--- src/hdl/pcc_pkg.sv ---
// ---------------------------------------------------------------------------
// Pivoted partial Cholesky package
// Shared widths, codes and the control types between the sequencer and the
// iterative square root and divide unit.
// ---------------------------------------------------------------------------
`default_nettype none

package pcc_pkg;

  // Number format and matrix geometry.
  localparam int DW     = 32;
  localparam int FRAC   = 16;
  localparam int DIM_W  = 3;
  localparam int CNT_W  = 4;
  localparam int ADDR_W = 2 * DIM_W;
  localparam int DEPTH  = 1 << ADDR_W;
  localparam int MAX_DIM = 1 << DIM_W;
  localparam int TRACE_W = DW + DIM_W + 1;
  localparam int RAD_W  = DW + FRAC;
  localparam int ROOT_W = RAD_W / 2;
  localparam int ITER_W = 6;

  // Configuration register indexes.
  localparam logic CFG_SIZE_IN_USE = 1'b0;
  localparam logic CFG_TOL_SHIFT   = 1'b1;

  typedef enum logic [1:0] {
    OP_LOAD_MAT = 2'd0,
    OP_LOAD_PIV = 2'd1,
    OP_START    = 2'd2,
    OP_READ     = 2'd3
  } op_t;

  typedef enum logic [1:0] {
    ST_FULL_RANK = 2'd0,
    ST_NEAR_ZERO = 2'd1,
    ST_NOT_PD    = 2'd2
  } status_t;

  typedef enum logic [3:0] {
    S_IDLE,
    S_READ,
    S_TRACE_RD,
    S_TRACE_ACC,
    S_EPS,
    S_COL,
    S_DOT_LD,
    S_DOT_LOOP,
    S_DOT_MUL,
    S_DOT_SUB,
    S_PIV_CHECK,
    S_SQRT_WAIT,
    S_ROW,
    S_DIV_WAIT,
    S_DONE
  } state_t;

  typedef enum logic {
    UNIT_SQRT = 1'b0,
    UNIT_DIV  = 1'b1
  } unit_op_t;

  typedef struct packed {
    logic     start;
    unit_op_t mode;
  } unit_req_t;

  typedef struct packed {
    logic                 done;
    logic signed [DW-1:0] result;
  } unit_rsp_t;

endpackage

`default_nettype wire

--- src/hdl/pcc_arith.sv ---
// ---------------------------------------------------------------------------
// Iterative square root and divide unit
// Square root of num * 2^FRAC one result bit per cycle, or the quotient
// (num * 2^FRAC) / den one bit per cycle, truncated and saturated.
// ---------------------------------------------------------------------------
`default_nettype none

module pcc_arith (
  input  wire logic                         clk,
  input  wire logic                         rst,
  input  wire pcc_pkg::unit_req_t           req,
  input  wire logic signed [pcc_pkg::DW-1:0] num,
  input  wire logic [pcc_pkg::DW-1:0]       den,
  output pcc_pkg::unit_rsp_t                rsp
);
  import pcc_pkg::*;

  logic              busy;
  logic              done;
  unit_op_t          mode;
  logic [ITER_W-1:0] cnt;
  logic [RAD_W-1:0]  rad;
  logic [DW-1:0]     rem;
  logic [RAD_W-1:0]  quo;
  logic [ROOT_W-1:0] root;
  logic              neg;
  logic [DW-1:0]     dvs;

  logic [DW-1:0]       num_mag;
  logic [ITER_W-1:0]   bit_idx;
  logic [ROOT_W-1:0]   trial;
  logic [2*ROOT_W-1:0] trial_sq;
  logic [DW:0]         rem_sh;
  logic [DW:0]         lim;
  logic [DW:0]         quo_sat;
  logic [DW:0]         quo_signed;

  assign num_mag  = num[DW-1] ? DW'(-num) : DW'(num);
  assign bit_idx  = cnt - ITER_W'(1);
  assign trial    = root | (ROOT_W'(1) << bit_idx);
  assign trial_sq = trial * trial;
  assign rem_sh   = {rem, rad[RAD_W-1]};

  // Saturate the quotient magnitude to the signed range, then apply the sign.
  assign lim        = {1'b0, neg, {(DW-1){~neg}}};
  assign quo_sat    = (quo > {{(RAD_W-DW-1){1'b0}}, lim}) ? lim : quo[DW:0];
  assign quo_signed = neg ? -quo_sat : quo_sat;

  // Iteration control.
  always_ff @(posedge clk) begin
    if (rst) begin
      busy <= 1'b0;
      done <= 1'b0;
      cnt  <= '0;
    end else begin
      done <= 1'b0;
      if (req.start) begin
        busy <= 1'b1;
        cnt  <= (req.mode == UNIT_SQRT) ? ITER_W'(ROOT_W) : ITER_W'(RAD_W);
      end else if (busy) begin
        cnt <= cnt - ITER_W'(1);
        if (cnt == ITER_W'(1)) begin
          busy <= 1'b0;
          done <= 1'b1;
        end
      end
    end
  end

  // Datapath: one root bit or one quotient bit per cycle.
  always_ff @(posedge clk) begin
    if (req.start) begin
      mode <= req.mode;
      neg  <= num[DW-1];
      dvs  <= den;
      rem  <= '0;
      quo  <= '0;
      root <= '0;
      rad  <= {num_mag, {FRAC{1'b0}}};
    end else if (busy) begin
      if (mode == UNIT_SQRT) begin
        if (trial_sq <= rad) begin
          root <= trial;
        end
      end else begin
        rad <= rad << 1;
        if (rem_sh >= {1'b0, dvs}) begin
          rem <= DW'(rem_sh - {1'b0, dvs});
          quo <= {quo[RAD_W-2:0], 1'b1};
        end else begin
          rem <= rem_sh[DW-1:0];
          quo <= {quo[RAD_W-2:0], 1'b0};
        end
      end
    end
  end

  assign rsp.done   = done;
  assign rsp.result = (mode == UNIT_SQRT) ? $signed(DW'(root)) : $signed(quo_signed[DW-1:0]);

endmodule

`default_nettype wire

--- config.mk ---
export PLATFORM = sky130hd
export DESIGN_NAME = pcc_arith
export DESIGN_NICKNAME = d
export VERILOG_FILES = /design/src/hdl/pcc_pkg.sv /design/src/hdl/pcc_arith.sv
export SDC_FILE = /design/constraint.sdc
export NUM_CORES = 2
export LEC_CHECK = 0
export BUFFER_PORTS_ARGS = -buffer_cell sky130_fd_sc_hd__buf_2
export CORE_AREA = 4 4 339 341
export DETAILED_ROUTE_END_ITERATION = 12
export DIE_AREA = 0 0 343 345
export HOLD_SLACK_MARGIN = 0.1
export PLACE_DENSITY = 0.5
export SLEW_MARGIN = 20
export SYNTH_ARGS = -nofsm -noshare
export SYNTH_HDL_FRONTEND = slang
export SYNTH_SLANG_ARGS = --single-unit
--- constraint.sdc ---
create_clock -name clk -period 15.1 [get_ports clk]
set_input_delay 4.53 -clock clk [delete_from_list [all_inputs] [get_ports clk]]
set_output_delay 4.53 -clock clk [all_outputs]
set_load 0.03 [all_outputs]
==> flow_summary.yaml <==
routing:
  first_iter_violations: 1537
  wire_per_inst_um: 17.22
  drcViolationCount: 0
  first_pass_iters: 6
  ant_nets: 0
  vias_per_cell: 4.523
  drt_wl_total_um: 81600
  vias: 21440
power:
  power_density_nw_per_um2: 43.25
  peakVddDrop_mv: 0.08884
  p_leak_nw: 15.26
  power_w: 0.001321
sta:
  slew_viol_final: 0
  skew_ps: 15.83
  final.period_utilization: 0.8738
  relSlewSlack: 0.3330
  hold_viol: 0
  rsz0062_at_grt: "no"
  setup_viol: 0
  period_needed_ps: 13190
  fmax_mhz: 75.79
  finalSetupTns_ps: 0
  worstMarginPinSlew_ps: 999.4
worst_hold_path:
  min_path_type: "flop to flop"
synth:
  synth_seq_cells: 178
  synth_common_cells: "inv_1 (647), fa_1 (428), nand2_1 (375), ha_1 (275), nor2_1 (245)"
  syn_nets: 3976
  syn_avg_cell_area_sq_um: 8.676
  ys_types: 81
  yosysTopAreaCell: "fa_1"
  synth_cells: 3205
  ys.flop_type: "dfxtp_1"
  synth.most_common_cell: "inv_1"
  synthTopCellsByArea: "fa_1 (31%), ha_1 (12%), inv_1 (8.7%), dfxtp_1 (8.1%), edfxtp_1 (7.1%)"
  synth_top_family_by_area: "adder cells"
  netlist_area_sq_um: 27810
  synth_compound_area_frac: 0.1364
  synthAdderAreaFrac: 0.4319
  synth_warnings: 0
  yosysTopAreaCellShare: 0.3081
  synthArstFlopShare: 0
  seq_area_frac_synth: 0.1519
  synthSimpleGateAreaFrac: 0.1341
  synth_xor_area_frac: 0.03559
  yosys-mux-area-fraction: 0.004545
  synth-edff-count: 66
die:
  chipWidth_um: 343
  coreArea_sq_um: 111900
  rows: 123
  initial_core_util: 0.2485
  die_y_um: 345
  io_pins: 101
  dieArea_sq_um: 118300
flow_run:
  cap_viol_max_count: 0
cells_and_area:
  finalNonFillerCells: 4739
  final-seq-area_sq_um: 4224
  multi_input_area_sq_um: 20690
  fillers: 12130
  area_delta_synth_final_pct: 9.882
  layout-drive-gt1-share: 0.06236
  nets: 3997
  diodes: 0
placed_design:
  dp_hpwl_um: 65450
  dp.cells: 4707
  routabilityCongestion: 0.8631
  port_buffers: 100
critical_path:
  cp-end-kind: "flop"
  setup.worst_path.start_class: "flop"
  worstPathMaxFanout: 24
  worst_ep_required_time_ps: 15540
  critPathKind: "flop to flop"
  cp_slowest_cell: "nor3_1"
  crit_path_max_incr_delay_ps: 730
  crit_arrival_ps: 13630
  cpMostUsedCell: "fa_1"
clock_network:
  cts_tree: "done"
  insertion_delay_ps: 500
  clock_sinks: 178
  clkTransAtPathRegs_ps: 70
  cts_max_level: 4
  ctsResizeCount: 0
  cts_hold_buf: 0
  clockBufferDepth: 2
  root_buffer: "clkbuf_16"
  numCtsBuffers: 17
  post-cts-setup-buffers: 0
global_route:
  grt_usage: 0.1409
  grt-ovfl-total: 0
  grt_pass1_wl_um: 131000
  antenna_found_initial: 2
  grt_max_degree: 91
  grt_pass1_vias: 22460
status:
  status: "finished clean"
## placed cells by master, fill, tap and decap left out, drive strengths merged, types with 7 or more instances in the layout
cell type | Yosys | final
a211o | 10 | 10
a211oi | 16 | 16
a21boi | 7 | 7
a21o | 61 | 61
a21oi | 213 | 213
a311oi | 15 | 15
a31o | 7 | 7
a31oi | 21 | 21
and3 | 9 | 9
buf | 21 | 132
clkbuf | 109 | 18
dfxtp | 112 | 112
edfxtp | 66 | 66
fa | 428 | 428
ha | 275 | 275
inv | 648 | 653
mux2i | 7 | 7
nand2 | 376 | 376
nand2b | 21 | 21
nand3 | 23 | 23
nand4 | 33 | 33
nor2 | 245 | 245
nor2b | 21 | 21
nor3 | 29 | 29
nor4 | 13 | 13
o2111ai | 7 | 7
o211a | 25 | 25
o211ai | 23 | 23
o21a | 12 | 12
o21ai | 91 | 91
o21bai | 8 | 8
o22ai | 9 | 9
o31ai | 18 | 18
or3 | 16 | 16
or4 | 12 | 12
xnor2 | 69 | 69
xor2 | 44 | 44
## per-layer routing
metal,global-route usage,vias up,wire [um]
met5,0,-,10
met4,0.02725,2,1241
met3,0.02485,68,4289
met2,0.2252,516,37380
met1,0.2001,10470,38690
li1,-,10380,-
## critical path: cells and delay by family, from the launching register on
kind,cells,cell delay (ps)
AOI/OAI and AO/OA,7,2320
adders and majority gates,9,4510
and+or+nand+nor,17,5180
buffers and inverters,4,730
DFF,1,370
## registers in the layout (all words and copies together), names as in the netlist
name / flops
busy: 1
rad: 32
mode: 1
neg: 1
root: 24
rem: 32
done: 1
cnt: 6
dvs: 32
quo: 48
## area by class of cell
class	instances	share of cell area
clock inverters	14	0.004996
multi-input cells	2249	0.6772
repair buffers	132	0.02445
flip-flops and latches	178	0.1383
well taps	1500	0.06143
inverters	648	0.07961
clock buffers	18	0.01405
## final timing paths
kind	start	to	slack, ps	depth (start not counted)
setup / recovery	cnt[0]$_SDFFE_PP0P_	root[8]$_SDFFE_PP0P_	1910	37
hold / removal	quo[47]$_SDFFE_PP0P_	quo[47]$_SDFFE_PP0P_	460	2
setup reg to reg	cnt[0]$_SDFFE_PP0P_	root[8]$_SDFFE_PP0P_	1910	37
hold reg to reg	quo[47]$_SDFFE_PP0P_	quo[47]$_SDFFE_PP0P_	460	2
## power breakdown
group	switching, W	internal [W]	total (W)
Combinational	0.000204	0.000107	0.000311
Sequential	0.0000160	0.000524	0.000540
Clock	0.000225	0.000246	0.000471
Total	0.000445	0.000877	0.00132
## stage by stage
stage | worst slack [ps] | util | hold WS [ps] | instance area [sq um]
5_1_grt | 1049 | 0.2731 | 491.1 | 30550
2_1_floorplan | 4412 | - | 436.5 | 27810
3_3_place_gp | 1936 | 0.2678 | 445.1 | 29960
6_report | 1905 | 0.2731 | 462.0 | 30550
4_1_cts | 2031 | 0.2731 | 461.4 | 30550
3_5_place_dp | 2119 | 0.2679 | 451.4 | 29970
## logic make-up (layout without fill, tap and decap cells)
family / count (synthesis) / after routing
XOR/XNOR: 113 / 113
adder cells (fa/ha/maj): 703 / 703
AO/OA/AOI/OAI: 585 / 585
AND/OR/NAND/NOR: 836 / 836
multiplexers: 12 / 12
buffers and inverters: 778 / 812
flip-flops: 178 / 178
Note: power is estimated with default switching activity, not from simulation.
